## config.mk

```make
export PLATFORM = sky130hd
export DESIGN_NAME = rbbf_ctrl
export DESIGN_NICKNAME = d
export VERILOG_FILES = /design/src/sv/resonator_bank_body_filter_unit_macros.svh /design/src/sv/rbbf_pkg.sv /design/src/sv/rbbf_ctrl.sv
export SDC_FILE = /design/constraint.sdc
export NUM_CORES = 1
export LEC_CHECK = 0
export BUFFER_PORTS_ARGS = -buffer_cell sky130_fd_sc_hd__buf_2
export CORE_MARGIN = 2
export CORE_UTILIZATION = 40
export DETAILED_ROUTE_END_ITERATION = 16
export GPL_TIMING_DRIVEN = 1
export PLACE_DENSITY = 0.69
export SLEW_MARGIN = 20
export SYNTH_ARGS = -nofsm -noshare
export SYNTH_HDL_FRONTEND = slang
export SYNTH_SLANG_ARGS = --single-unit
export TNS_END_PERCENT = 30
```

## constraint.sdc

```tcl
create_clock -name clk -period 2.1 [get_ports clk]
set_input_delay 0.21 -clock clk [delete_from_list [all_inputs] [get_ports clk]]
set_output_delay 0.21 -clock clk [all_outputs]
set_load 0.02 [all_outputs]
```

## src/sv/resonator_bank_body_filter_unit_macros.svh

```systemverilog
//------------------------------------------------------------------------------
// Resonator bank body filter: assertion macros
// Shorthand for the concurrent checks at the end of the top level.
//------------------------------------------------------------------------------
`ifndef RESONATOR_BANK_BODY_FILTER_UNIT_MACROS_SVH
`define RESONATOR_BANK_BODY_FILTER_UNIT_MACROS_SVH

// Condition holds in the same cycle as the trigger.
`define RBBF_ASSERT_NOW(label, ante, cons, msg) \
	label: assert property (@(posedge clk) disable iff (!arst_n) (ante) |-> (cons)) \
		else $error(msg);

// Condition holds in the cycle after the trigger.
`define RBBF_ASSERT_NEXT(label, ante, cons, msg) \
	label: assert property (@(posedge clk) disable iff (!arst_n) (ante) |=> (cons)) \
		else $error(msg);

`endif

```

## src/sv/rbbf_pkg.sv

```systemverilog
//------------------------------------------------------------------------------
// Resonator bank body filter: shared package
// Types, coefficient tables, register codes and rounding helpers.
//------------------------------------------------------------------------------
package rbbf_pkg;

	// Resonator slots that have coefficients.
	localparam int RES_SLOTS  = 4;
	localparam int RES_SLOT_W = 2;

	// Bandpass numerator b0 (b2 = -b0), signed Q2.22.
	localparam logic signed [20:0] RES_B0 [RES_SLOTS] = '{
		21'sd32531, 21'sd56204, 21'sd102754, 21'sd185678
	};
	// Negated feedback coefficients -a1 and -a2, signed Q2.22.
	localparam logic signed [24:0] RES_NA1 [RES_SLOTS] = '{
		25'sd8320250, 25'sd8255532, 25'sd8055661, 25'sd7446500
	};
	localparam logic signed [24:0] RES_NA2 [RES_SLOTS] = '{
		-25'sd4129242, -25'sd4081896, -25'sd3988796, -25'sd3822948
	};

	// Register reset values.
	localparam logic [13:0] DIRECT_GAIN_RST  = 14'd2253;
	localparam logic [13:0] BOX_GAIN_RST     = 14'd10650;
	localparam logic [13:0] WOOD_GAIN_RST    = 14'd8192;
	localparam logic [13:0] GRILLE_GAIN_RST  = 14'd6144;
	localparam logic [13:0] AIR_GAIN_RST     = 14'd3686;
	localparam logic [15:0] DC_POLE_RST      = 16'd65320;
	localparam logic [15:0] ROLLOFF_COEF_RST = 16'd37549;

	typedef enum logic [2:0] {
		REG_DIRECT_GAIN  = 3'd0,
		REG_BOX_GAIN     = 3'd1,
		REG_WOOD_GAIN    = 3'd2,
		REG_GRILLE_GAIN  = 3'd3,
		REG_AIR_GAIN     = 3'd4,
		REG_DC_POLE      = 3'd5,
		REG_ROLLOFF_COEF = 3'd6
	} reg_idx_t;

	typedef struct packed {
		logic [13:0]                 direct_gain;
		logic [RES_SLOTS-1:0][13:0]  res_gain;
		logic [15:0]                 dc_pole;
		logic [15:0]                 rolloff_coef;
	} cfg_t;

	// Sequencer steps, one-hot.
	typedef enum logic [18:0] {
		S_IDLE   = 19'h00001,
		S_DIRECT = 19'h00002,
		S_R0     = 19'h00004,
		S_R1     = 19'h00008,
		S_R2     = 19'h00010,
		S_R3     = 19'h00020,
		S_R4     = 19'h00040,
		S_R5     = 19'h00080,
		S_R6     = 19'h00100,
		S_R7     = 19'h00200,
		S_T0     = 19'h00400,
		S_T1     = 19'h00800,
		S_T2     = 19'h01000,
		S_T3     = 19'h02000,
		S_T4     = 19'h04000,
		S_T5     = 19'h08000,
		S_T6     = 19'h10000,
		S_T7     = 19'h20000,
		S_T8     = 19'h40000
	} step_t;

	typedef struct packed {
		step_t step;
		logic  accept;
		logic  deliver;
	} seq_t;

	// Left shift applied to a product before it is accumulated.
	typedef enum logic [1:0] {
		SH_0  = 2'd0,
		SH_12 = 2'd1,
		SH_20 = 2'd2
	} shift_t;

	localparam int SPLIT_W = 20;

	typedef struct packed {
		logic               en;
		logic               load;
		logic signed [63:0] base;
		logic signed [24:0] a;
		logic signed [20:0] b;
		shift_t             sh;
	} mac_op_t;

	// floor((v + 2^(n-1)) / 2^n)
	function automatic logic signed [63:0] round_shr(input logic signed [63:0] v,
			input int unsigned n);
		logic signed [63:0] half;
		half = 64'sd1 <<< (n - 1);
		return (v + half) >>> n;
	endfunction

	function automatic logic signed [39:0] sat40(input logic signed [63:0] v);
		logic signed [39:0] res;
		if (v[63:39] == {25{1'b0}} || v[63:39] == {25{1'b1}}) begin
			res = v[39:0];
		end else if (v[63]) begin
			res = {1'b1, {39{1'b0}}};
		end else begin
			res = {1'b0, {39{1'b1}}};
		end
		return res;
	endfunction

	function automatic logic signed [31:0] sat32(input logic signed [63:0] v);
		logic signed [31:0] res;
		if (v[63:31] == {33{1'b0}} || v[63:31] == {33{1'b1}}) begin
			res = v[31:0];
		end else if (v[63]) begin
			res = {1'b1, {31{1'b0}}};
		end else begin
			res = {1'b0, {31{1'b1}}};
		end
		return res;
	endfunction

	function automatic logic signed [23:0] sat24(input logic signed [63:0] v);
		logic signed [23:0] res;
		if (v[63:23] == {41{1'b0}} || v[63:23] == {41{1'b1}}) begin
			res = v[23:0];
		end else if (v[63]) begin
			res = {1'b1, {23{1'b0}}};
		end else begin
			res = {1'b0, {23{1'b1}}};
		end
		return res;
	endfunction

endpackage

```

## src/sv/rbbf_ctrl.sv

```systemverilog
//------------------------------------------------------------------------------
// Resonator bank body filter: sequencer
// Steps one sample through the direct path, each resonator and the tail.
//------------------------------------------------------------------------------
module rbbf_ctrl
	import rbbf_pkg::*;
#(
	parameter int NUM_RES   = 4,
	parameter int RES_IDX_W = 2
) (
	input  logic                 clk,
	input  logic                 arst_n,
	input  logic                 in_valid,
	input  logic                 out_free,
	output seq_t                 seq,
	output logic [RES_IDX_W-1:0] res_idx
);

	localparam logic [RES_IDX_W-1:0] LAST_IDX = RES_IDX_W'(NUM_RES - 1);

	step_t                step_q, step_d;
	logic [RES_IDX_W-1:0] idx_q, idx_d;

	always_comb begin
		step_d = step_q;
		idx_d  = idx_q;
		case (step_q)
			S_IDLE: begin
				if (in_valid) begin
					step_d = S_DIRECT;
				end
			end
			S_DIRECT: begin
				step_d = S_R0;
				idx_d  = '0;
			end
			S_R0: step_d = S_R1;
			S_R1: step_d = S_R2;
			S_R2: step_d = S_R3;
			S_R3: step_d = S_R4;
			S_R4: step_d = S_R5;
			S_R5: step_d = S_R6;
			S_R6: step_d = S_R7;
			S_R7: begin
				if (idx_q == LAST_IDX) begin
					step_d = S_T0;
				end else begin
					step_d = S_R0;
					idx_d  = idx_q + 1'b1;
				end
			end
			S_T0: step_d = S_T1;
			S_T1: step_d = S_T2;
			S_T2: step_d = S_T3;
			S_T3: step_d = S_T4;
			S_T4: step_d = S_T5;
			S_T5: step_d = S_T6;
			S_T6: step_d = S_T7;
			S_T7: step_d = S_T8;
			S_T8: begin
				if (out_free) begin
					step_d = S_IDLE;
				end
			end
			default: step_d = S_IDLE;
		endcase
	end

	always_ff @(posedge clk or negedge arst_n) begin
		if (!arst_n) begin
			step_q <= S_IDLE;
			idx_q  <= '0;
		end else begin
			step_q <= step_d;
			idx_q  <= idx_d;
		end
	end

	assign seq.step    = step_q;
	assign seq.accept  = (step_q == S_IDLE) && in_valid;
	assign seq.deliver = (step_q == S_T8) && out_free;
	assign res_idx     = idx_q;

endmodule

```

# Word-level counts from Yosys, hierarchy flattened
# Cells that the tools add are included.
dict set report word_totals {
  ff_bits 21
  input_bits 4
  out_inout_bits 23
  word_cells 37
}
dict set report op_classes {
  addsub 1
  n_eq_ne 23
  muxes 6
  reduce_logical 5
}
# cell n
set op_table {}
lappend op_table {{19-bit one-hot mux with 19 select lines} 1}
lappend op_table {{19-bit two-way mux} 2}
lappend op_table {{19-bit by 1-bit equality test with 1-bit output (second input constant)} 1}
lappend op_table {{19-bit by 10-bit equality test with 1-bit output (second input constant)} 1}
lappend op_table {{19-bit by 11-bit equality test with 1-bit output (second input constant)} 1}
lappend op_table {{19-bit by 12-bit equality test with 1-bit output (second input constant)} 1}
lappend op_table {{19-bit by 13-bit equality test with 1-bit output (second input constant)} 1}
lappend op_table {{19-bit by 14-bit equality test with 1-bit output (second input constant)} 1}
lappend op_table {{19-bit by 15-bit equality test with 1-bit output (second input constant)} 1}
lappend op_table {{19-bit by 16-bit equality test with 1-bit output (second input constant)} 1}
lappend op_table {{19-bit by 17-bit equality test with 1-bit output (second input constant)} 1}
lappend op_table {{19-bit by 18-bit equality test with 1-bit output (second input constant)} 1}
lappend op_table {{19-bit equality test (second input constant)} 1}
lappend op_table {{19-bit by 2-bit equality test with 1-bit output (second input constant)} 1}
lappend op_table {{19-bit by 3-bit equality test with 1-bit output (second input constant)} 1}
lappend op_table {{19-bit by 4-bit equality test with 1-bit output (second input constant)} 1}
lappend op_table {{19-bit by 5-bit equality test with 1-bit output (second input constant)} 1}
lappend op_table {{19-bit by 6-bit equality test with 1-bit output (second input constant)} 1}
lappend op_table {{19-bit by 7-bit equality test with 1-bit output (second input constant)} 1}
lappend op_table {{19-bit by 8-bit equality test with 1-bit output (second input constant)} 1}
lappend op_table {{19-bit by 9-bit equality test with 1-bit output (second input constant)} 1}
lappend op_table {{11-bit two-way mux} 1}
lappend op_table {{2-bit inequality test (second input constant)} 3}
lappend op_table {{2-bit one-hot mux with 2 select lines} 1}
lappend op_table {{other kinds (6)} 8}

# Depth between registers and ports, before layout
# Gate-level depths: netlist of the first run.
dict set report depth {
  depth_word 3
  depth_mapped 5
  ltp_nobuf 5
}

# Worst setup path before layout of the first run
# Ideal clock, no wire load.
dict set report synth_path {
  path_type {register -> register}
  from {reg step_q[5]}
  to {reg idx_q[0], in the netlist res_idx[0]}
  setup_time_ns 0.130
  t_arrival_ns 1.589
  required_time_ns 1.970
  path_slack_ns 0.381
  path_stages_with_launch 6
  n_path_buf 0
  period_less_slack_ns 1.719
  cell_sequence {dfrtp_1 > nor4_4 > nand4_2 > or3_4 > nand3_1 > o21ai_1}
}
dict set report synth_via {
  elab_chain_cells 3
  word_cells_on_any_way 6
  cone_classes {3 x eq/ne; 1 x mux; 2 x reduce/logical}
}
# element line_no
set synth_lines {}
lappend synth_lines {{from (decl)} rbbf_ctrl.sv:21} ;# step_t step_q, step_d;
lappend synth_lines {{from (signal assigned)} rbbf_ctrl.sv:74} ;# step_q <= step_d;
lappend synth_lines {{19-bit by 10-bit equality test with 1-bit output / 19-bit by 2-bit equality test with 1-bit output (equally long branches)} rbbf_ctrl.sv:27} ;# case (step_q)
lappend synth_lines {{2-bit inequality test (no source line) / 2-bit nonzero test (equally long branches)} n/a}
lappend synth_lines {{2-bit AND reduction (no source line)} n/a}
lappend synth_lines {{to (signal assigned)} rbbf_ctrl.sv:75} ;# idx_q <= idx_d;
lappend synth_lines {{to (decl)} rbbf_ctrl.sv:22} ;# logic [RES_IDX_W-1:0] idx_q, idx_d;
# Several ways; a longest one is shown, not always the timed one.
# A chain may end at the register's enable or synchronous reset.

==> results of run 1 <==
-- power by group through the flow --
stage	logic, mW	clock network [mW]	registers [mW]
after CTS	0.439	0.201	0.494
after detailed placement	0.419	0	0.502
after global placement	0.410	0	0.500
final	0.460	0.197	0.497
after global routing	0.504	0.224	0.503
after floorplan	0.295	0	0.527
-- sequential cells by signal (all words and copies together) (netlist names) --
register / count
res_idx: 2
step_q: 19
-- timing repair --
| action | CTS | global route |
|---|---|---|
| hold endpoints to repair | 20 | 0 |
| gates resized for setup | 2 | 11 |
| buffers inserted | 3 | 4 |
| pin swaps | 4 | 4 |
| endpoints found under the setup margin | 2 | 2 |
| hold buffers | 1 | 0 |
-- worst paths after layout --
check	slack, ns	start	cells past startpoint	end
min	0.15	in_valid	4	step_q[0]
max	0.07	step_q[8]	4	seq[1]
min reg2reg	0.51	res_idx[0]	1	res_idx[0]
max in group asynchronous	1.37	arst_n	2	step_q[8]
min in group asynchronous	0.38	arst_n	2	step_q[9]
max reg2reg	0.29	step_q[6]	6	res_idx[0]
-- layout make-up --
cell class              instances  area, µm²
inverters                       3       11.3
flip-flops and latches         21        538
well taps                      31       38.8
multi-input cells              76        611
clock buffers                   4       26.3
fillers                       247       1310
repair buffers                 34        195
-- cells by family after synthesis --
kind of cell             synth area share (%)
buffers and inverters                   0.988
flip-flops                               46.2
AO/OA/AOI/OAI                            9.00
XOR/XNOR                                 3.07
AND/OR/NAND/NOR                          39.6
adder cells (fa/ha/maj)                  1.10
-- through the flow --
stage | setup WS (ns) | util (%) | hold WS [ns]
2_1_floorplan | 0.381 | - | -0.0856
3_3_place_gp | 0.357 | 47.9 | 0.194
6_report | 0.0724 | 51.9 | 0.145
3_5_place_dp | 0.310 | 47.9 | 0.199
5_1_grt | -0.0284 | 51.9 | 0.142
4_1_cts | -0.0107 | 50.3 | 0.138
-- Yosys cell counts --
cell type,count
and4_1,1
and3_1,2
a31oi_1,2
or3_1,2
nor3b_2,6
nor3_1,2
nor4_1,1
dfrtp_1,20
ha_1,1
nand3b_1,5
nor2_1,10
xor2_1,2
xnor2_1,2
o21ai_1,4
nor2b_1,1
o21ai_0,5
nand4_1,3
a211o_1,1
or4b_1,1
o21a_1,2
nor3b_1,3
and4b_1,1
nor4_4,4
o31ai_1,2
nand3_1,2
nand4b_1,1
nor4b_1,1
nand2_1,2
o22ai_1,1
inv_1,3
nand4_2,1
dfstp_2,1
or3_4,4
nand2b_1,1
-- worst reg2reg max path, cell delays in order, from the launching register on --
cell,delay [ns]
dfrtp_1,0.50
nor4_4,0.30
buf_4,0.17
nand4_2,0.16
or3_4,0.43
nand3_1,0.09
o21ai_1,0.06
-- metal layers --
metal | wire, µm | share of wire, %
met1 | 1080 | 46
met2 | 1110 | 47
met3 | 145 | 6.2
met4 | 13 | 0.55
met5 | 0 | 0
==> flow_summary.html, run 1 <==
<table>
<tr><th>Metric</th><th>Value</th></tr>
<tr><th colspan="2">Run status</th></tr>
<tr><td>Result of the run</td><td>finished clean</td></tr>
<tr><th colspan="2">Worst setup path</th></tr>
<tr><td>CP Data Arrival Time</td><td>1.82 ns</td></tr>
<tr><td>Slowest stage delay, CP</td><td>0.48 ns</td></tr>
<tr><td>Cell breakdown of the critical path</td><td>nor4_4 -&gt; and4_2 -&gt; and3_1 -&gt; buf_2</td></tr>
<tr><td>CP Capture Type</td><td>primary output</td></tr>
<tr><td>Max Fanout on Critical Path</td><td>6</td></tr>
<tr><td>Family with the most delay on the worst path</td><td>simple AND/OR/NAND/NOR gates</td></tr>
<tr><td>Data required time at the worst endpoint</td><td>1.89 ns</td></tr>
<tr><td>Kind of critical path</td><td>flip-flop to primary output</td></tr>
<tr><td>Element type at the critical path start</td><td>flip-flop</td></tr>
<tr><td>Slowest-stage cell, CP</td><td>dfrtp_2</td></tr>
<tr><td>Combined buffer and inverter count along the critical path</td><td>1</td></tr>
<tr><th colspan="2">Pwr</th></tr>
<tr><td>Power density normalized to cell area</td><td>812 nW/µm²</td></tr>
<tr><td>Sequential group share of total power</td><td>43.1%</td></tr>
<tr><td>Final Power</td><td>1.15 mW</td></tr>
<tr><td>Leakage component of the power</td><td>0.654 nW</td></tr>
<tr><td>Worst ir drop on vdd</td><td>0.000758 V</td></tr>
<tr><td>Proportion of total power due to net switching</td><td>36.7%</td></tr>
<tr><td>Portion of total power attributed to the clock network</td><td>17.0%</td></tr>
<tr><td>Internal portion of total power</td><td>0.730 mW</td></tr>
<tr><td>Gate power share</td><td>39.9%</td></tr>
<tr><td>Net switching power figure</td><td>0.423 mW</td></tr>
<tr><th colspan="2">Layout</th></tr>
<tr><td>Final design instance area without fill</td><td>1420 µm²</td></tr>
<tr><td>Fraction of layout cells with a size suffix above 1</td><td>46.4%</td></tr>
<tr><td>Area delta synth-&gt;final</td><td>24.6%</td></tr>
<tr><td>Most common cell after layout, fill and taps aside</td><td>buf_2</td></tr>
<tr><td>Most used cells in the layout excluding fill and tap cells</td><td>25 x buf_2, 11 x dfrtp_1, 9 x nor2_1, 9 x dfrtp_2, 8 x buf_4</td></tr>
<tr><td>Final net count</td><td>144</td></tr>
<tr><td>Number of antenna diodes</td><td>0</td></tr>
<tr><td>Non-Filler Instances</td><td>169</td></tr>
<tr><th colspan="2">Logic synthesis</th></tr>
<tr><td>Warning count from the yosys run</td><td>0</td></tr>
<tr><td>Synth Net Count</td><td>105</td></tr>
<tr><td>Synth top area share</td><td>43.9%</td></tr>
<tr><td>Most area-hungry cell type in the Yosys netlist</td><td>dfrtp_1</td></tr>
<tr><td>Mapped cell area</td><td>1140 µm²</td></tr>
<tr><td>Top cells by area, synth</td><td>dfrtp_1 44%, nor4_4 7.5%, nor3b_2 6.6%, or3_4 4.0%, nand3b_1 3.3%</td></tr>
<tr><td>Number of register bits inferred by synthesis</td><td>21</td></tr>
<tr><td>Syn_area_per_cell</td><td>11.4 µm²</td></tr>
<tr><td>Portion of the post-synthesis area used by sequential elements</td><td>46.2%</td></tr>
<tr><td>Unique masters post-synth</td><td>34</td></tr>
<tr><td>Number of instances in the synthesized netlist</td><td>100</td></tr>
<tr><th colspan="2">Timing</th></tr>
<tr><td>Share of the clock period used by the worst path</td><td>96.6%</td></tr>
<tr><td>Slew headroom</td><td>67.9%</td></tr>
<tr><td>Post-route clock skew</td><td>0.00232 ns</td></tr>
<tr><td>Highest clock rate</td><td>493 MHz</td></tr>
<tr><td>Unrepaired setup endpoints after global routing</td><td>true</td></tr>
<tr><td>Number of failing setup endpoints in the final timing report</td><td>0</td></tr>
<tr><td>Total count of hold-check failures in the final report</td><td>0</td></tr>
<tr><td>Post-route minimum period</td><td>2.03 ns</td></tr>
<tr><td>Tightest Pin Transition</td><td>0.481 ns</td></tr>
<tr><td>Total count of max-transition violations in the final report</td><td>0</td></tr>
<tr><td>Setup total negative slack</td><td>0 ns</td></tr>
<tr><th colspan="2">CTS</th></tr>
<tr><td>Max H-tree Level</td><td>1</td></tr>
<tr><td>Clock transition at path regs</td><td>0.11 ns</td></tr>
<tr><td>Number of clock buffers inserted by TritonCTS</td><td>3</td></tr>
<tr><td>Source-to-sink clock delay at the later pin of the worst-skew pair</td><td>0.30 ns</td></tr>
<tr><td>Library cell used as clock root buffer</td><td>clkbuf_4</td></tr>
<tr><td>CTS tree</td><td>done</td></tr>
<tr><td>Maximum number of buffers from clock root to sink</td><td>2</td></tr>
<tr><td>Clock sink count</td><td>21</td></tr>
<tr><th colspan="2">Routing</th></tr>
<tr><td>Vias per cell</td><td>5.53</td></tr>
<tr><td>TritonRoute pass-1 iters</td><td>4</td></tr>
<tr><td>Routed length per placed instance</td><td>13.9 µm</td></tr>
<tr><td>Routed WL</td><td>2.35 mm</td></tr>
<tr><td>Number of vias after detailed routing</td><td>934</td></tr>
<tr><td>Initial detailed-routing violation count</td><td>30</td></tr>
<tr><td>Number of nets with antenna violations after routing</td><td>0</td></tr>
<tr><td>Drt drc</td><td>0</td></tr>
<tr><th colspan="2">Place</th></tr>
<tr><td>Placed Cells</td><td>157</td></tr>
<tr><td>Placer's final routability congestion estimate</td><td>0.774</td></tr>
<tr><td>HPWL after DPL</td><td>1.64 mm</td></tr>
<tr><td>I/O Buffers</td><td>26</td></tr>
<tr><td>Total placed instance area</td><td>1310 µm²</td></tr>
<tr><th colspan="2">Global route</th></tr>
<tr><td>Overflow left after global routing</td><td>0</td></tr>
<tr><td>Largest net degree at the start of global routing</td><td>22</td></tr>
<tr><td>Most crowded layer after global routing</td><td>met2</td></tr>
<tr><td>GR Util met3</td><td>4.08%</td></tr>
<tr><td>Global router's overall resource usage</td><td>14.6%</td></tr>
<tr><td>Global Route met1 Usage</td><td>20.3%</td></tr>
<tr><td>Vias in the first global route</td><td>809</td></tr>
<tr><td>GR Util met2</td><td>22.9%</td></tr>
<tr><td>Initial antenna violation count</td><td>0</td></tr>
<tr><td>Wire length of the first global-routing pass</td><td>3.75 mm</td></tr>
<tr><th colspan="2">Min path</th></tr>
<tr><td>Worst hold-check path type</td><td>input port to flip-flop</td></tr>
<tr><th colspan="2">Floorplan</th></tr>
<tr><td>Core region area</td><td>2730 µm²</td></tr>
<tr><td>Y dimension of the die</td><td>57.4 µm</td></tr>
<tr><td>Area of the die</td><td>3290 µm²</td></tr>
<tr><td>Row cnt</td><td>19</td></tr>
<tr><td>I/O pin cnt</td><td>27</td></tr>
<tr><td>Die span in x</td><td>57.4 µm</td></tr>
<tr><td>Initial Util</td><td>41.7%</td></tr>
<tr><th colspan="2">Run</th></tr>
<tr><td>Max Cap Viol</td><td>0</td></tr>
</table>
No activity file was read; power rests on OpenSTA's default activity.
==> inputs of run 2 (changes only) <==
--- a/config.mk
+++ b/config.mk
@@ -10,8 +10,8 @@
 export CORE_UTILIZATION = 40
 export DETAILED_ROUTE_END_ITERATION = 16
 export GPL_TIMING_DRIVEN = 1
-export PLACE_DENSITY = 0.69
-export SLEW_MARGIN = 20
+export PLACE_DENSITY = 0.62
+export REMOVE_ABC_BUFFERS = 1
 export SYNTH_ARGS = -nofsm -noshare
 export SYNTH_HDL_FRONTEND = slang
 export SYNTH_SLANG_ARGS = --single-unit
==> flow_summary.html, run 2 (synthesis results as in run 1) <==
<table>
<tr><th>Metric</th><th>Value</th></tr>
<tr><th colspan="2">Pwr</th></tr>
<tr><td>Internal portion of total power</td><td>0.740 mW</td></tr>
<tr><td>Proportion of total power due to net switching</td><td>36.7%</td></tr>
<tr><td>Sequential group share of total power</td><td>42.5%</td></tr>
<tr><td>Power density normalized to cell area</td><td>803 nW/µm²</td></tr>
<tr><td>Net switching power figure</td><td>0.429 mW</td></tr>
<tr><td>Leakage component of the power</td><td>0.683 nW</td></tr>
<tr><td>Final Power</td><td>1.17 mW</td></tr>
<tr><td>Portion of total power attributed to the clock network</td><td>16.9%</td></tr>
<tr><td>Gate power share</td><td>40.6%</td></tr>
<tr><td>Worst ir drop on vdd</td><td>0.000745 V</td></tr>
<tr><th colspan="2">Routing</th></tr>
<tr><td>Drt drc</td><td>0</td></tr>
<tr><td>Initial detailed-routing violation count</td><td>18</td></tr>
<tr><td>Number of vias after detailed routing</td><td>953</td></tr>
<tr><td>Routed WL</td><td>2.43 mm</td></tr>
<tr><td>Routed length per placed instance</td><td>14.0 µm</td></tr>
<tr><td>Number of nets with antenna violations after routing</td><td>0</td></tr>
<tr><td>TritonRoute pass-1 iters</td><td>4</td></tr>
<tr><td>Vias per cell</td><td>5.51</td></tr>
<tr><th colspan="2">Layout</th></tr>
<tr><td>Fraction of layout cells with a size suffix above 1</td><td>46.5%</td></tr>
<tr><td>Most used cells in the layout excluding fill and tap cells</td><td>24 x buf_2, 13 x dfrtp_1, 12 x buf_4</td></tr>
<tr><td>Total of fill cells in the finished design</td><td>258</td></tr>
<tr><td>Area delta synth-&gt;final</td><td>27.7%</td></tr>
<tr><td>Largest Register</td><td>step_q</td></tr>
<tr><td>Final design instance area without fill</td><td>1460 µm²</td></tr>
<tr><td>Most common cell after layout, fill and taps aside</td><td>buf_2</td></tr>
<tr><td>Flip-flop count of the largest register, all copies and words added</td><td>19</td></tr>
<tr><td>Final net count</td><td>148</td></tr>
<tr><td>Number of antenna diodes</td><td>0</td></tr>
<tr><th colspan="2">Run status</th></tr>
<tr><td>Result of the run</td><td>finished clean</td></tr>
<tr><th colspan="2">CTS</th></tr>
<tr><td>Clock transition at path regs</td><td>0.12 ns</td></tr>
<tr><td>Source-to-sink clock delay at the later pin of the worst-skew pair</td><td>0.30 ns</td></tr>
<tr><td>Clock sink count</td><td>21</td></tr>
<tr><td>CTS tree</td><td>done</td></tr>
<tr><td>Library cell used as clock root buffer</td><td>clkbuf_4</td></tr>
<tr><td>Number of clock buffers inserted by TritonCTS</td><td>3</td></tr>
<tr><td>Max H-tree Level</td><td>1</td></tr>
<tr><td>Maximum number of buffers from clock root to sink</td><td>2</td></tr>
<tr><th colspan="2">Worst setup path</th></tr>
<tr><td>Reg-to-reg critical path startpoint</td><td>step_q[1]</td></tr>
<tr><td>Register-to-register path setup slack</td><td>0.27 ns</td></tr>
<tr><td>CP Capture Type</td><td>primary output</td></tr>
<tr><td>CP Data Arrival Time</td><td>1.84 ns</td></tr>
<tr><td>Worst r2r dst</td><td>res_idx[0]</td></tr>
<tr><td>Slowest-stage cell, CP</td><td>dfrtp_2</td></tr>
<tr><td>Depth of the worst register-to-register path</td><td>6</td></tr>
<tr><td>Element type at the critical path start</td><td>flip-flop</td></tr>
<tr><td>Max Fanout on Critical Path</td><td>6</td></tr>
<tr><td>Kind of critical path</td><td>flip-flop to primary output</td></tr>
<tr><td>Slowest stage delay, CP</td><td>0.47 ns</td></tr>
<tr><td>Data required time at the worst endpoint</td><td>1.89 ns</td></tr>
<tr><td>Cell breakdown of the critical path</td><td>nor4_4 -&gt; nand4_1 -&gt; nor2_2 -&gt; and4b_1 -&gt; buf_6</td></tr>
<tr><th colspan="2">Timing</th></tr>
<tr><td>Setup WS post-layout</td><td>0.0468 ns</td></tr>
<tr><td>Highest clock rate</td><td>487 MHz</td></tr>
<tr><td>Unrepaired setup endpoints after global routing</td><td>true</td></tr>
<tr><td>Setup total negative slack</td><td>0 ns</td></tr>
<tr><td>Number of failing setup endpoints in the final timing report</td><td>0</td></tr>
<tr><td>Share of the clock period used by the worst path</td><td>97.8%</td></tr>
<tr><td>Total count of hold-check failures in the final report</td><td>0</td></tr>
<tr><td>Tightest Pin Transition</td><td>0.467 ns</td></tr>
<tr><td>Post-route clock skew</td><td>0.00436 ns</td></tr>
<tr><td>Slew headroom</td><td>68.9%</td></tr>
<tr><td>Post-route minimum period</td><td>2.05 ns</td></tr>
<tr><td>Total count of max-transition violations in the final report</td><td>0</td></tr>
<tr><th colspan="2">Global route</th></tr>
<tr><td>Wire length of the first global-routing pass</td><td>3.87 mm</td></tr>
<tr><td>Vias in the first global route</td><td>859</td></tr>
<tr><td>Initial antenna violation count</td><td>0</td></tr>
<tr><td>Global router's overall resource usage</td><td>15.0%</td></tr>
<tr><td>Overflow left after global routing</td><td>0</td></tr>
<tr><td>Largest net degree at the start of global routing</td><td>22</td></tr>
<tr><th colspan="2">Place</th></tr>
<tr><td>DP Worst Slack</td><td>0.298 ns</td></tr>
<tr><td>I/O Buffers</td><td>26</td></tr>
<tr><td>Placer's final routability congestion estimate</td><td>0.784</td></tr>
<tr><td>Total placed instance area</td><td>1310 µm²</td></tr>
<tr><td>HPWL after DPL</td><td>1.67 mm</td></tr>
<tr><th colspan="2">Min path</th></tr>
<tr><td>Hold worst-path end</td><td>step_q[0]</td></tr>
<tr><td>Depth of the worst hold-timing path</td><td>4</td></tr>
<tr><td>Worst Min Path Start</td><td>in_valid</td></tr>
<tr><td>Worst hold-check path type</td><td>input port to flip-flop</td></tr>
<tr><th colspan="2">Floorplan</th></tr>
<tr><td>Row cnt</td><td>19</td></tr>
<tr><td>Die span in x</td><td>57.4 µm</td></tr>
<tr><td>Area of the die</td><td>3290 µm²</td></tr>
<tr><td>Core region area</td><td>2730 µm²</td></tr>
<tr><td>Y dimension of the die</td><td>57.4 µm</td></tr>
<tr><td>Initial Util</td><td>41.7%</td></tr>
<tr><td>I/O pin cnt</td><td>27</td></tr>
<tr><th colspan="2">Run</th></tr>
<tr><td>Max Cap Viol</td><td>0</td></tr>
</table>
==> run 2: cell types whose count changed in the layout (fill, tap and decap cells not counted) <==
| cell | before | now |
|---|---|---|
| dfrtp_1 | 11 | 13 |
| and4_2 | 1 | 0 |
| buf_6 | 0 | 1 |
| and4_4 | 0 | 1 |
| buf_2 | 25 | 24 |
| dfrtp_2 | 9 | 7 |
| buf_4 | 8 | 12 |
==> run 2: metrics by stage <==
| stage | util (%) | hold WS (ns) | std cells |
|---|---|---|---|
| 4_1_cts | 49.7 | 0.129 | 163 |
| 2_1_floorplan | - | -0.0856 | 100 |
| 5_1_grt | 53.2 | 0.159 | 173 |
| 3_3_place_gp | 47.9 | 0.198 | 157 |
| 6_report | 53.2 | 0.151 | 173 |
| 3_5_place_dp | 47.9 | 0.201 | 157 |
==> run 2: power groups by stage <==
stage	clock [mW]	combinational, mW	sequential, mW
after floorplan	0	0.295	0.527
after global placement	0	0.413	0.501
after detailed placement	0	0.417	0.504
after CTS	0.211	0.436	0.498
after global routing	0.227	0.522	0.503
final	0.198	0.475	0.496
==> run 2: critical path, delay by kind of cell, from the launching register on <==
kind	cells	cell delay [ns]
flip-flops	1	0.47
buffers and inverters	1	0.12
AND/OR/NAND/NOR	4	0.95
==> run 2: final cells by class <==
| type | count | area, µm² | share of cell area [%] |
|---|---|---|---|
| Multi-Input combinational cell | 76 | 612 | 42.0 |
| Timing Repair Buffer | 38 | 231 | 15.9 |
| Clock buffer | 4 | 26.3 | 1.81 |
| Tap cell | 31 | 38.8 | 2.67 |
| Inverter | 3 | 11.3 | 0.774 |
| Sequential cell | 21 | 536 | 36.8 |
==> run 2: worst max-delay path by stage <==
stage	from	end	slack, ns	depth (start not counted)
2_1_floorplan	step_q[5]	res_idx[0]	0.38	5
3_3_place_gp	step_q[16]	res_idx[0]	0.35	5
3_5_place_dp	step_q[16]	res_idx[0]	0.30	5
4_1_cts	step_q[5]	seq[0]	-0.01	5
5_1_grt	step_q[15]	seq[0]	-0.11	5
6_report	step_q[15]	seq[0]	0.05	5
==> run 2: metal layers <==
metal	up-vias	GRT usage [%]	share of wire, %
met5	-	0	0
met4	0	6.64	1.3
met3	4	2.72	3.3
met2	20	22.9	47
met1	465	20.8	48
li1	464	-	-
==> run 2: timing repair <==
action	4_1_cts	5_1_grt
gates cloned	0	0
endpoints found under the setup margin	2	2
hold buffers	1	0
buffers inserted	1	10
pin swaps	1	6
resized for setup	1	13
endpoints found under the hold margin	20	0
==> inputs of run 3 (changes only) <==
--- a/config.mk
+++ b/config.mk
@@ -5,12 +5,12 @@
 export SDC_FILE = /design/constraint.sdc
 export NUM_CORES = 1
 export LEC_CHECK = 0
-export BUFFER_PORTS_ARGS = -buffer_cell sky130_fd_sc_hd__buf_2
 export CORE_MARGIN = 2
 export CORE_UTILIZATION = 40
 export DETAILED_ROUTE_END_ITERATION = 16
+export DONT_BUFFER_PORTS = 1
 export GPL_TIMING_DRIVEN = 1
-export PLACE_DENSITY = 0.62
+export PLACE_DENSITY = 0.54
 export REMOVE_ABC_BUFFERS = 1
 export SYNTH_ARGS = -nofsm -noshare
 export SYNTH_HDL_FRONTEND = slang
==> constraint.sdc (replaced) <==
create_clock -name clk -period 2.1 [get_ports clk]
set_input_delay 0.315 -clock clk [delete_from_list [all_inputs] [get_ports clk]]
set_output_delay 0.315 -clock clk [all_outputs]
set_load 0.02 [all_outputs]
==> flow_summary.html, run 3 (synthesis results as in run 1) <==
<table>
<tr><th>Metric</th><th>Value</th></tr>
<tr><th colspan="2">Worst setup path</th></tr>
<tr><td>Family with the most delay on the worst path</td><td>simple AND/OR/NAND/NOR gates</td></tr>
<tr><td>CP Data Arrival Time</td><td>1.73 ns</td></tr>
<tr><td>Reg-to-reg critical path startpoint</td><td>step_q[3]</td></tr>
<tr><td>Depth of the worst register-to-register path</td><td>6</td></tr>
<tr><td>Data required time at the worst endpoint</td><td>1.78 ns</td></tr>
<tr><td>Register-to-register path setup slack</td><td>0.30 ns</td></tr>
<tr><td>Critical path depth in cells</td><td>4</td></tr>
<tr><td>Endpoint of the most critical setup path</td><td>seq[0]</td></tr>
<tr><td>Kind of critical path</td><td>flip-flop to primary output</td></tr>
<tr><td>Max Fanout on Critical Path</td><td>4</td></tr>
<tr><td>Combined buffer and inverter count along the critical path</td><td>0</td></tr>
<tr><td>Worst r2r dst</td><td>res_idx[0]</td></tr>
<tr><td>Element type at the critical path start</td><td>flip-flop</td></tr>
<tr><td>Cell breakdown of the critical path</td><td>nor4_4 -&gt; nand4_1 -&gt; nor2_1 -&gt; and4b_2</td></tr>
<tr><td>Crit path from</td><td>step_q[5]</td></tr>
<tr><td>Slowest-stage cell, CP</td><td>dfrtp_1</td></tr>
<tr><td>Slowest stage delay, CP</td><td>0.43 ns</td></tr>
<tr><td>CP Capture Type</td><td>primary output</td></tr>
<tr><th colspan="2">Timing</th></tr>
<tr><td>Post-route minimum period</td><td>2.04 ns</td></tr>
<tr><td>Total count of hold-check failures in the final report</td><td>0</td></tr>
<tr><td>Highest clock rate</td><td>489 MHz</td></tr>
<tr><td>Tightest Pin Transition</td><td>0.926 ns</td></tr>
<tr><td>WHS</td><td>0.149 ns</td></tr>
<tr><td>Share of the clock period used by the worst path</td><td>97.4%</td></tr>
<tr><td>Post-route clock skew</td><td>0.00407 ns</td></tr>
<tr><td>Setup total negative slack</td><td>0 ns</td></tr>
<tr><td>Unrepaired setup endpoints after global routing</td><td>true</td></tr>
<tr><td>Total count of max-transition violations in the final report</td><td>0</td></tr>
<tr><td>Slew headroom</td><td>38.1%</td></tr>
<tr><td>Number of failing setup endpoints in the final timing report</td><td>0</td></tr>
<tr><th colspan="2">CTS</th></tr>
<tr><td>Clock transition at path regs</td><td>0.11 ns</td></tr>
<tr><td>Maximum number of buffers from clock root to sink</td><td>2</td></tr>
<tr><td>Source-to-sink clock delay at the later pin of the worst-skew pair</td><td>0.29 ns</td></tr>
<tr><td>Library cell used as clock root buffer</td><td>clkbuf_4</td></tr>
<tr><td>Number of clock buffers inserted by TritonCTS</td><td>3</td></tr>
<tr><td>Clock sink count</td><td>21</td></tr>
<tr><td>Max H-tree Level</td><td>1</td></tr>
<tr><td>CTS tree</td><td>done</td></tr>
<tr><th colspan="2">Floorplan</th></tr>
<tr><td>Die span in x</td><td>57.4 µm</td></tr>
<tr><td>Row cnt</td><td>19</td></tr>
<tr><td>Initial Util</td><td>41.7%</td></tr>
<tr><td>Area of the die</td><td>3290 µm²</td></tr>
<tr><td>I/O pin cnt</td><td>27</td></tr>
<tr><td>Core region area</td><td>2730 µm²</td></tr>
<tr><td>Y dimension of the die</td><td>57.4 µm</td></tr>
<tr><th colspan="2">Place</th></tr>
<tr><td>I/O Buffers</td><td>0</td></tr>
<tr><td>HPWL after DPL</td><td>1.77 mm</td></tr>
<tr><td>Total placed instance area</td><td>1310 µm²</td></tr>
<tr><td>Placer's final routability congestion estimate</td><td>0.774</td></tr>
<tr><th colspan="2">Layout</th></tr>
<tr><td>Fraction of layout cells with a size suffix above 1</td><td>34.4%</td></tr>
<tr><td>Total of fill cells in the finished design</td><td>252</td></tr>
<tr><td>Area delta synth-&gt;final</td><td>20.5%</td></tr>
<tr><td>Number of antenna diodes</td><td>0</td></tr>
<tr><td>Area taken by multi-input logic gates</td><td>609 µm²</td></tr>
<tr><td>Final design instance area without fill</td><td>1370 µm²</td></tr>
<tr><td>Post-layout utilization of the core</td><td>50.3%</td></tr>
<tr><td>Most used cells in the layout excluding fill and tap cells</td><td>20 x buf_4, 19 x dfrtp_1, 10 x nor2_1</td></tr>
<tr><td>Sequential Area</td><td>528 µm²</td></tr>
<tr><td>Most common cell after layout, fill and taps aside</td><td>buf_4</td></tr>
<tr><td>Largest Register</td><td>step_q</td></tr>
<tr><td>Flip-flop count of the largest register, all copies and words added</td><td>19</td></tr>
<tr><td>Final net count</td><td>131</td></tr>
<tr><th colspan="2">Pwr</th></tr>
<tr><td>Internal portion of total power</td><td>0.716 mW</td></tr>
<tr><td>Gate power share</td><td>40.1%</td></tr>
<tr><td>Proportion of total power due to net switching</td><td>36.6%</td></tr>
<tr><td>Power density normalized to cell area</td><td>822 nW/µm²</td></tr>
<tr><td>Worst ir drop on vdd</td><td>0.000468 V</td></tr>
<tr><td>Net switching power figure</td><td>0.413 mW</td></tr>
<tr><td>Leakage component of the power</td><td>0.605 nW</td></tr>
<tr><td>Portion of total power attributed to the clock network</td><td>16.7%</td></tr>
<tr><td>Sequential group share of total power</td><td>43.2%</td></tr>
<tr><th colspan="2">Global route</th></tr>
<tr><td>Largest net degree at the start of global routing</td><td>22</td></tr>
<tr><td>Initial antenna violation count</td><td>0</td></tr>
<tr><td>Wire length of the first global-routing pass</td><td>3.76 mm</td></tr>
<tr><td>Overflow left after global routing</td><td>0</td></tr>
<tr><td>Vias in the first global route</td><td>816</td></tr>
<tr><td>Global router's overall resource usage</td><td>14.9%</td></tr>
<tr><th colspan="2">Routing</th></tr>
<tr><td>Number of vias after detailed routing</td><td>864</td></tr>
<tr><td>Routed length per placed instance</td><td>14.7 µm</td></tr>
<tr><td>Number of nets with antenna violations after routing</td><td>0</td></tr>
<tr><td>Initial detailed-routing violation count</td><td>32</td></tr>
<tr><td>Vias per cell</td><td>5.54</td></tr>
<tr><td>TritonRoute pass-1 iters</td><td>2</td></tr>
<tr><td>Drt drc</td><td>0</td></tr>
<tr><td>Routed WL</td><td>2.29 mm</td></tr>
<tr><th colspan="2">Run</th></tr>
<tr><td>Max Cap Viol</td><td>0</td></tr>
<tr><th colspan="2">Run status</th></tr>
<tr><td>Result of the run</td><td>finished clean</td></tr>
<tr><th colspan="2">Min path</th></tr>
<tr><td>Worst hold-check path type</td><td>input port to flip-flop</td></tr>
</table>
[run 3: changes by cell type in the layout (fill, tap and decap cells not counted), moves of 6 or more]
cell     previous run  this run
dfrtp_2             7         1
buf_2              24         0
buf_4              12        20
dfrtp_1            13        19
[run 3: how the worst min path moves through the flow]
stage              from    endpoint  slack, ns  cells after the start
2_1_floorplan    arst_n  res_idx[0]       0.02                      0
3_3_place_gp     arst_n   step_q[1]       0.02                      0
3_5_place_dp     arst_n   step_q[1]       0.02                      0
4_1_cts        in_valid   step_q[0]       0.14                      3
5_1_grt        in_valid   step_q[0]       0.14                      3
6_report       in_valid   step_q[0]       0.15                      3
[run 3: area by class of cell]
type	instances	area share, %
multi-input combinational	76	44.4
sequential	21	38.4
timing repair buffer	21	11.7
tap	31	2.82
clock buffer	4	1.91
inverter	3	0.820
[run 3: tightest hold or removal path: cells and delay by family]
kind / cells / cell delay, ns
simple gates: 2 / 0.08
compound gates: 1 / 0.06
[run 3: layer usage]
metal  track usage [%]  vias up  wire [µm]
li1                  -      430          -
met3              4.99        2        129
met2              23.2       19       1100
met5                 0        -          0
met1              19.5      413       1040
met4              4.98        0         17
[run 3: stage by stage]
stage	setup slack (ns)	power, mW	cells
final	0.0552	1.13	156
after detailed placement	0.266	0.915	148
after CTS	0.00317	1.13	154
after floorplan	0.315	0.822	100
after global routing	-0.0870	1.21	156
after global placement	0.298	0.906	148
[run 3: power groups by stage]
stage          clock network (mW)  registers [mW]  logic [mW]
4_1_cts                     0.198           0.489       0.439
3_5_place_dp                    0           0.496       0.419
3_3_place_gp                    0           0.497       0.409
5_1_grt                     0.221           0.492       0.499
6_report                    0.189           0.488       0.453
2_1_floorplan                   0           0.527       0.295
[run 3: what timing repair did]
item / CTS / global route
gates resized for setup: 2 / 2
endpoints found under the setup margin: 2 / 2
hold buffers: 1 / 0
pin swaps: 3 / 3
endpoints found under the hold margin: 21 / 0
buffers inserted: 1 / 2
